$ cat config.mk
export PLATFORM = sky130hd
export DESIGN_NAME = moving_average_level_hysteresis
export DESIGN_NICKNAME = d
export VERILOG_FILES = /design/src/rtl/core/mah_pkg.sv /design/src/rtl/core/moving_average_level_hysteresis.sv /design/src/rtl/core/mah_cell.sv /design/src/rtl/core/mah_level.sv
export SDC_FILE = /design/constraint.sdc
export NUM_CORES = 1
export LEC_CHECK = 0
export ABC_CLOCK_PERIOD_IN_PS = 13100
export BUFFER_PORTS_ARGS = -buffer_cell sky130_fd_sc_hd__buf_2
export CORE_MARGIN = 8
export CORE_UTILIZATION = 40
export CTS_BUF_LIST = sky130_fd_sc_hd__clkbuf_4 sky130_fd_sc_hd__clkbuf_8 sky130_fd_sc_hd__clkbuf_16
export DETAILED_ROUTE_END_ITERATION = 6
export HOLD_SLACK_MARGIN = 0.1
export SLEW_MARGIN = 0
export SYNTH_ARGS = -nofsm -noshare
export SYNTH_HDL_FRONTEND = slang
export SYNTH_SLANG_ARGS = --single-unit
$ cat constraint.sdc
create_clock -name clk -period 13.1 [get_ports clk]
set_clock_uncertainty 0.2 [all_clocks]
set_input_delay 2.62 -clock clk [delete_from_list [all_inputs] [get_ports clk]]
set_output_delay 2.62 -clock clk [all_outputs]
set_load 0.05 [all_outputs]
$ cat src/rtl/core/mah_pkg.sv
`timescale 1ns / 1ps
package mah_pkg;

    localparam int SAMPLE_W   = 10;
    localparam int PERCENT_W  = 7;
    localparam int BAR_W      = 4;
    localparam int WINDOW_DEF = 15;

    localparam int FULL_SCALE = 1023;
    localparam int PCT_SPAN   = 100;
    localparam int BAR_SPAN   = 10;

    // Exact floor(n / FULL_SCALE) as (n * FS_RECIP) >> FS_SHIFT for n below 2**17
    localparam int          FS_SHIFT  = 38;
    localparam logic [63:0] FS_RECIP  = ((64'd1 << FS_SHIFT) + 64'(FULL_SCALE) - 64'd1)
                                        / 64'(FULL_SCALE);
    localparam int          SCALE_W   = 36;
    localparam logic [63:0] PCT_MUL   = FS_RECIP * 64'(PCT_SPAN);
    localparam logic [63:0] BAR_MUL   = FS_RECIP * 64'(BAR_SPAN);

    localparam int CFG_ADDR_W = 5;
    localparam int CFG_DATA_W = 32;

    typedef enum logic [2:0] {
        REG_LOW_ON   = 3'd0,
        REG_LOW_OFF  = 3'd1,
        REG_MID_ON   = 3'd2,
        REG_MID_OFF  = 3'd3,
        REG_HIGH_ON  = 3'd4,
        REG_HIGH_OFF = 3'd5
    } cfg_idx_t;

    typedef struct packed {
        logic [SAMPLE_W-1:0] on_level;
        logic [SAMPLE_W-1:0] off_level;
    } thr_t;

    localparam logic [SAMPLE_W-1:0] LOW_ON_RST   = 10'd150;
    localparam logic [SAMPLE_W-1:0] LOW_OFF_RST  = 10'd120;
    localparam logic [SAMPLE_W-1:0] MID_ON_RST   = 10'd350;
    localparam logic [SAMPLE_W-1:0] MID_OFF_RST  = 10'd300;
    localparam logic [SAMPLE_W-1:0] HIGH_ON_RST  = 10'd550;
    localparam logic [SAMPLE_W-1:0] HIGH_OFF_RST = 10'd500;

endpackage

$ cat src/rtl/core/moving_average_level_hysteresis.sv
`timescale 1ns / 1ps
// Pipeline: an accepted word passes through registered stages in order (running sum,
// then the divide by the window, then scaling and hysteresis) to the result word.
// Throughput: one word per cycle while out_stall is low; each stage advances when the next is empty or moving.
// Reset (rst_n low, asynchronous): sample cells, running sum, flags and pipeline
// valids clear to zero; thresholds return to 150/120, 350/300, 550/500.
module moving_average_level_hysteresis #(
    parameter int WINDOW = mah_pkg::WINDOW_DEF
) (
    input  logic                            clk,
    input  logic                            rst_n,
    input  logic                            in_valid,
    output logic                            in_stall,
    input  logic [mah_pkg::SAMPLE_W-1:0]    sample,
    output logic                            out_valid,
    input  logic                            out_stall,
    output logic [mah_pkg::SAMPLE_W-1:0]    smoothed,
    output logic [mah_pkg::PERCENT_W-1:0]   percent,
    output logic [mah_pkg::BAR_W-1:0]       bar_level,
    output logic                            low_lit,
    output logic                            mid_lit,
    output logic                            high_lit,
    input  logic                            psel,
    input  logic                            penable,
    input  logic                            pwrite,
    input  logic [mah_pkg::CFG_ADDR_W-1:0]  paddr,
    input  logic [mah_pkg::CFG_DATA_W-1:0]  pwdata,
    output logic [mah_pkg::CFG_DATA_W-1:0]  prdata,
    output logic                            pready
);
    import mah_pkg::*;

    localparam int SUM_W   = $clog2(WINDOW * FULL_SCALE + 1);
    localparam int DIV_K   = SUM_W + 2 * $clog2(WINDOW + 1) + 1;
    localparam logic [63:0] DIV_M = ((64'd1 << DIV_K) + 64'(WINDOW) - 64'd1)
                                    / 64'(WINDOW);
    localparam int PROD_W  = SUM_W + DIV_K + 1;
    localparam int SPROD_W = SAMPLE_W + SCALE_W;

    // configuration
    thr_t low_thr_reg, mid_thr_reg, high_thr_reg;
    logic cfg_wr;

    assign pready = 1'b1;
    assign cfg_wr = psel && penable && pwrite;

    always_ff @(posedge clk or negedge rst_n)
    begin
        if (!rst_n)
        begin
            low_thr_reg  <= '{on_level: LOW_ON_RST,  off_level: LOW_OFF_RST};
            mid_thr_reg  <= '{on_level: MID_ON_RST,  off_level: MID_OFF_RST};
            high_thr_reg <= '{on_level: HIGH_ON_RST, off_level: HIGH_OFF_RST};
        end
        else if (cfg_wr)
        begin
            case (cfg_idx_t'(paddr[4:2]))
                REG_LOW_ON:   low_thr_reg.on_level   <= pwdata[SAMPLE_W-1:0];
                REG_LOW_OFF:  low_thr_reg.off_level  <= pwdata[SAMPLE_W-1:0];
                REG_MID_ON:   mid_thr_reg.on_level   <= pwdata[SAMPLE_W-1:0];
                REG_MID_OFF:  mid_thr_reg.off_level  <= pwdata[SAMPLE_W-1:0];
                REG_HIGH_ON:  high_thr_reg.on_level  <= pwdata[SAMPLE_W-1:0];
                REG_HIGH_OFF: high_thr_reg.off_level <= pwdata[SAMPLE_W-1:0];
                default: ;
            endcase
        end
    end

    always_comb
    begin
        case (cfg_idx_t'(paddr[4:2]))
            REG_LOW_ON:   prdata = CFG_DATA_W'(low_thr_reg.on_level);
            REG_LOW_OFF:  prdata = CFG_DATA_W'(low_thr_reg.off_level);
            REG_MID_ON:   prdata = CFG_DATA_W'(mid_thr_reg.on_level);
            REG_MID_OFF:  prdata = CFG_DATA_W'(mid_thr_reg.off_level);
            REG_HIGH_ON:  prdata = CFG_DATA_W'(high_thr_reg.on_level);
            REG_HIGH_OFF: prdata = CFG_DATA_W'(high_thr_reg.off_level);
            default:      prdata = '0;
        endcase
    end

    // pipeline control: a stage advances when the one after it is empty or moving
    logic sum_vld_reg, avg_vld_reg, out_vld_reg;
    logic en_sum, en_avg, en_out, accept;

    assign en_out   = !out_vld_reg || !out_stall;
    assign en_avg   = !avg_vld_reg || en_out;
    assign en_sum   = !sum_vld_reg || en_avg;
    assign in_stall = !en_sum;
    assign accept   = in_valid && en_sum;

    // sample chain: the last cell holds the oldest word in the window
    logic [SAMPLE_W-1:0] tap [WINDOW];

    genvar gi;
    generate
        for (gi = 0; gi < WINDOW; gi++)
        begin : g_cell
            if (gi == 0)
            begin : g_head
                mah_cell u_cell (
                    .clk   (clk),
                    .rst_n (rst_n),
                    .shift (accept),
                    .d     (sample),
                    .q     (tap[gi])
                );
            end
            else
            begin : g_body
                mah_cell u_cell (
                    .clk   (clk),
                    .rst_n (rst_n),
                    .shift (accept),
                    .d     (tap[gi-1]),
                    .q     (tap[gi])
                );
            end
        end
    endgenerate

    // stage 1: running sum
    logic [SUM_W-1:0] sum_reg, sum_next;

    assign sum_next = sum_reg - SUM_W'(tap[WINDOW-1]) + SUM_W'(sample);

    always_ff @(posedge clk or negedge rst_n)
    begin
        if (!rst_n)
        begin
            sum_reg     <= '0;
            sum_vld_reg <= 1'b0;
        end
        else
        begin
            if (accept)
            begin
                sum_reg <= sum_next;
            end
            if (en_sum)
            begin
                sum_vld_reg <= in_valid;
            end
        end
    end

    // stage 2: divide by the window with a reciprocal multiply
    logic [PROD_W-1:0]   div_prod;
    logic [SAMPLE_W-1:0] avg_reg, avg_next;

    assign div_prod = {{(DIV_K+1){1'b0}}, sum_reg} * {{SUM_W{1'b0}}, DIV_M[DIV_K:0]};
    assign avg_next = div_prod[DIV_K +: SAMPLE_W];

    always_ff @(posedge clk or negedge rst_n)
    begin
        if (!rst_n)
        begin
            avg_vld_reg <= 1'b0;
        end
        else if (en_avg)
        begin
            avg_vld_reg <= sum_vld_reg;
        end
    end

    always_ff @(posedge clk)
    begin
        if (en_avg && sum_vld_reg)
        begin
            avg_reg <= avg_next;
        end
    end

    // stage 3: scale to percent and bar, update the indicator flags
    logic [SPROD_W-1:0]   pct_prod, bar_prod;
    logic [SAMPLE_W-1:0]  smoothed_reg;
    logic [PERCENT_W-1:0] percent_reg;
    logic [BAR_W-1:0]     bar_reg;
    logic low_reg, mid_reg, high_reg;
    logic low_next, mid_next, high_next;

    assign pct_prod = {{SCALE_W{1'b0}}, avg_reg} * {{SAMPLE_W{1'b0}}, PCT_MUL[SCALE_W-1:0]};
    assign bar_prod = {{SCALE_W{1'b0}}, avg_reg} * {{SAMPLE_W{1'b0}}, BAR_MUL[SCALE_W-1:0]};

    mah_level u_low (
        .level    (avg_reg),
        .thr      (low_thr_reg),
        .flag_in  (low_reg),
        .flag_out (low_next)
    );

    mah_level u_mid (
        .level    (avg_reg),
        .thr      (mid_thr_reg),
        .flag_in  (mid_reg),
        .flag_out (mid_next)
    );

    mah_level u_high (
        .level    (avg_reg),
        .thr      (high_thr_reg),
        .flag_in  (high_reg),
        .flag_out (high_next)
    );

    always_ff @(posedge clk or negedge rst_n)
    begin
        if (!rst_n)
        begin
            out_vld_reg <= 1'b0;
            low_reg     <= 1'b0;
            mid_reg     <= 1'b0;
            high_reg    <= 1'b0;
        end
        else if (en_out)
        begin
            out_vld_reg <= avg_vld_reg;
            // flags advance only on a real word
            if (avg_vld_reg)
            begin
                low_reg  <= low_next;
                mid_reg  <= mid_next;
                high_reg <= high_next;
            end
        end
    end

    always_ff @(posedge clk)
    begin
        if (en_out && avg_vld_reg)
        begin
            smoothed_reg <= avg_reg;
            percent_reg  <= pct_prod[FS_SHIFT +: PERCENT_W];
            bar_reg      <= bar_prod[FS_SHIFT +: BAR_W];
        end
    end

    assign out_valid = out_vld_reg;
    assign smoothed  = smoothed_reg;
    assign percent   = percent_reg;
    assign bar_level = bar_reg;
    assign low_lit   = low_reg;
    assign mid_lit   = mid_reg;
    assign high_lit  = high_reg;

endmodule

$ cat src/rtl/core/mah_cell.sv
`timescale 1ns / 1ps
module mah_cell (
    input  logic                          clk,
    input  logic                          rst_n,
    input  logic                          shift,
    input  logic [mah_pkg::SAMPLE_W-1:0]  d,
    output logic [mah_pkg::SAMPLE_W-1:0]  q
);
    import mah_pkg::*;

    logic [SAMPLE_W-1:0] data_reg;

    always_ff @(posedge clk or negedge rst_n)
    begin
        if (!rst_n)
        begin
            data_reg <= '0;
        end
        else if (shift)
        begin
            data_reg <= d;
        end
    end

    assign q = data_reg;

endmodule

$ cat src/rtl/core/mah_level.sv
`timescale 1ns / 1ps
module mah_level (
    input  logic [mah_pkg::SAMPLE_W-1:0] level,
    input  mah_pkg::thr_t                thr,
    input  logic                         flag_in,
    output logic                         flag_out
);
    import mah_pkg::*;

    logic turned_on;

    // turn on first, then test the off threshold on the same level
    assign turned_on = flag_in || (level >= thr.on_level);
    assign flag_out  = turned_on && !(level < thr.off_level);

endmodule

==> flow_metrics.py <==
metrics = {
    "drt": {
        "drt-initial-drc-count": 475,
        "route.met3.wl_um": 1110,
        "wl_met1_um": 15700,
        "top_layer_used": "met4",
        "routedWlPerCell_um": 15.2,
        "wl_met2_um": 16200,
        "drc": 0,
        "via_per_inst": 4.94,
        "postRouteWirelength_um": 33800,
        "postRouteAntennaNets": 0,
        "vias": 11000,
        "dr.pass1.iters": 4,
    },
    "logic_synthesis": {
        "avgSynthCellArea_um2": 11.3,
        "async_reset_ff_frac": 0.881,
        "netlist_area_um2": 17500,
        "yosysMostFrequentCell": "ha_1",
        "synth_seq_area_share": 0.384,
        "yosysWarningCount": 0,
        "ys.flop_type": "dfrtp_1",
        "syn_inst": 1552,
        "synthTopCellsByCount": "ha_1 (291), inv_1 (221), dfrtp_1 (202)",
        "yosysUniqueCellTypes": 60,
        "synth-edff-count": 31,
        "ys_ff_latch": 261,
        "yosysTopAreaCell": "dfrtp_1",
        "synth_area_leaders": "dfrtp_1 (29%), ha_1 (21%), mux2_2 (11%)",
        "yosysTopAreaCellShare": 0.289,
    },
    "global_route": {
        "grt_pass1_vias": 11700,
        "antenna_found_initial": 0,
        "grt_pass1_wl_um": 57300,
        "gr-usage-all-layers": 0.135,
        "grt_remaining_overflow": 0,
        "grt_max_degree": 94,
    },
    "worst_setup_path": {
        "path_buf_inv": 2,
        "cp-end-kind": "output pin",
        "slowest_stage": "buf_2",
        "crit_type": "in -> out",
        "cp-start-kind": "primary input",
        "cp_top_family": "buffers and inverters",
        "worstPathArrival_ps": 4390,
        "critPathMaxStageDelay_ps": 620,
        "worstPathRequired_ps": 10280,
        "path_common_cell": "buf_2",
        "crit_chain": "buf_2 -> nor2b_1 -> a22oi_1 -> o22ai_1 -> buf_2",
        "worstPathMaxFanout": 40,
    },
    "sta": {
        "worstMarginPinSlew_ps": 1190,
        "holdWs_ps": 278,
        "drv_slew": 0,
        "setup_viol": 0,
        "hold_viol_final": 0,
        "period_needed_ps": 7210,
        "fin_crit_sh": 0.551,
        "slew-limit-headroom": 0.205,
        "rsz0062_at_grt": "no",
        "finalWorstSetupSlack_ps": 5890,
        "final.setup.tns_ps": 0,
        "clock.fmax_mhz": 139,
    },
    "clock_network": {
        "cts_hold_buf": 0,
        "cts_resized": 0,
        "h-tree-depth": 1,
        "cts_setup_buffers": 0,
        "cts_tree": "built",
        "cts.clk_slew.worst_paths_ps": 60,
        "cts_buffers": 29,
        "root_buffer": "clkbuf_16",
        "clock_path_buffers": 3,
        "clock_sinks": 261,
        "clkLatencyLatePin_ps": 570,
    },
    "layout": {
        "n_antenna_cell": 0,
        "final_nets": 2018,
        "seq_area_um2": 6720,
        "drive_gt1_frac": 0.200,
        "final.fill_count": 4081,
        "largest_register_ffs": 140,
        "area_growth_pct": 10.7,
        "multi_input_area_um2": 9750,
    },
    "placement": {
        "dp_hpwl_um": 25000,
        "gp_congestion": 0.826,
        "numPortBuffers": 65,
        "preCtsSetupSlack_ps": 5850,
    },
    "min_path": {
        "hold_class": "reg -> reg",
    },
    "floorplanning": {
        "die_w_um": 225,
        "core_area_um2": 43200,
        "io_pins": 113,
        "die-area_um2": 50800,
        "row_count": 76,
        "start_util": 0.406,
        "fp.dieH_um": 225,
    },
    "job": {
        "max_cap_viol_count": 0,
    },
    "status": {
        "outcome": "finished clean",
    },
}
==> final cells by class <==
type,instances,share of cell area
Clock buffer,44,0.0467
Clock inverter,9,0.00348
Inverter,221,0.0428
Multi-Input combinational cell,1031,0.503
Sequential cell,261,0.347
Tap cell,585,0.0377
Timing Repair Buffer,71,0.0196
==> routing by layer <==
metal | global-route usage | up-vias
met1 | 0.170 | 5332
li1 | - | 5462
met3 | 0.0216 | 48
met4 | 0.0352 | 0
met5 | 0 | -
met2 | 0.239 | 125
==> tightest hold or removal path: cells and delay by family, from the launching register on <==
family	cells	cell delay (ps)
flip-flops	1	340
AO/OA/AOI/OAI	1	60
AND/OR/NAND/NOR	1	40
==> worst paths after layout <==
path,to,cells past startpoint,from,slack [ps]
max reg2reg,percent[6]$_DFFE_PP_,19,avg_reg[8]$_DFFE_PP_,7540
min,g_cell[0].g_head.u_cell.q[9]$_DFFE_PN0P_,2,g_cell[0].g_head.u_cell.q[9]$_DFFE_PN0P_,280
min reg2reg,g_cell[0].g_head.u_cell.q[9]$_DFFE_PN0P_,2,g_cell[0].g_head.u_cell.q[9]$_DFFE_PN0P_,280
max in group asynchronous,low_thr_reg[2]$_DFFE_PN0P_,2,rst_n,9360
max,prdata[6],5,paddr[2],5890
min in group asynchronous,g_cell[6].g_body.u_cell.q[4]$_DFFE_PN0P_,1,rst_n,1820
==> per-stage QoR <==
step	instances	util	cell area [um2]
finish	2222	0.449	19400
global route	2222	0.449	19400
CTS	2222	0.449	19400
detailed placement	2169	0.427	18400
floorplan	1573	-	17600
global placement	2169	0.427	18400
==> layout by cell type (no fill, tap or decap), types with 28 or more instances in the layout <==
master	instances
mux2_2	166
clkbuf_16	30
a21o_1	50
o21ai_0	82
inv_1	221
buf_2	64
dfrtp_1	202
fa_1	58
dfstp_2	28
a21oi_1	48
edfxtp_1	31
ha_1	291
nand2_1	83
==> kinds of logic after synthesis <==
logic type	Yosys count	synth area share
compound gates	256	0.0936
other cells	2	0.000429
flops	261	0.384
xor+xnor	33	0.0165
mux	178	0.114
buf+inv	281	0.0651
fa+ha+maj	349	0.274
simple gates	192	0.0523
Power is not shown: default switching activity piles up to over one toggle a cycle in this logic, so the estimate is an artifact.
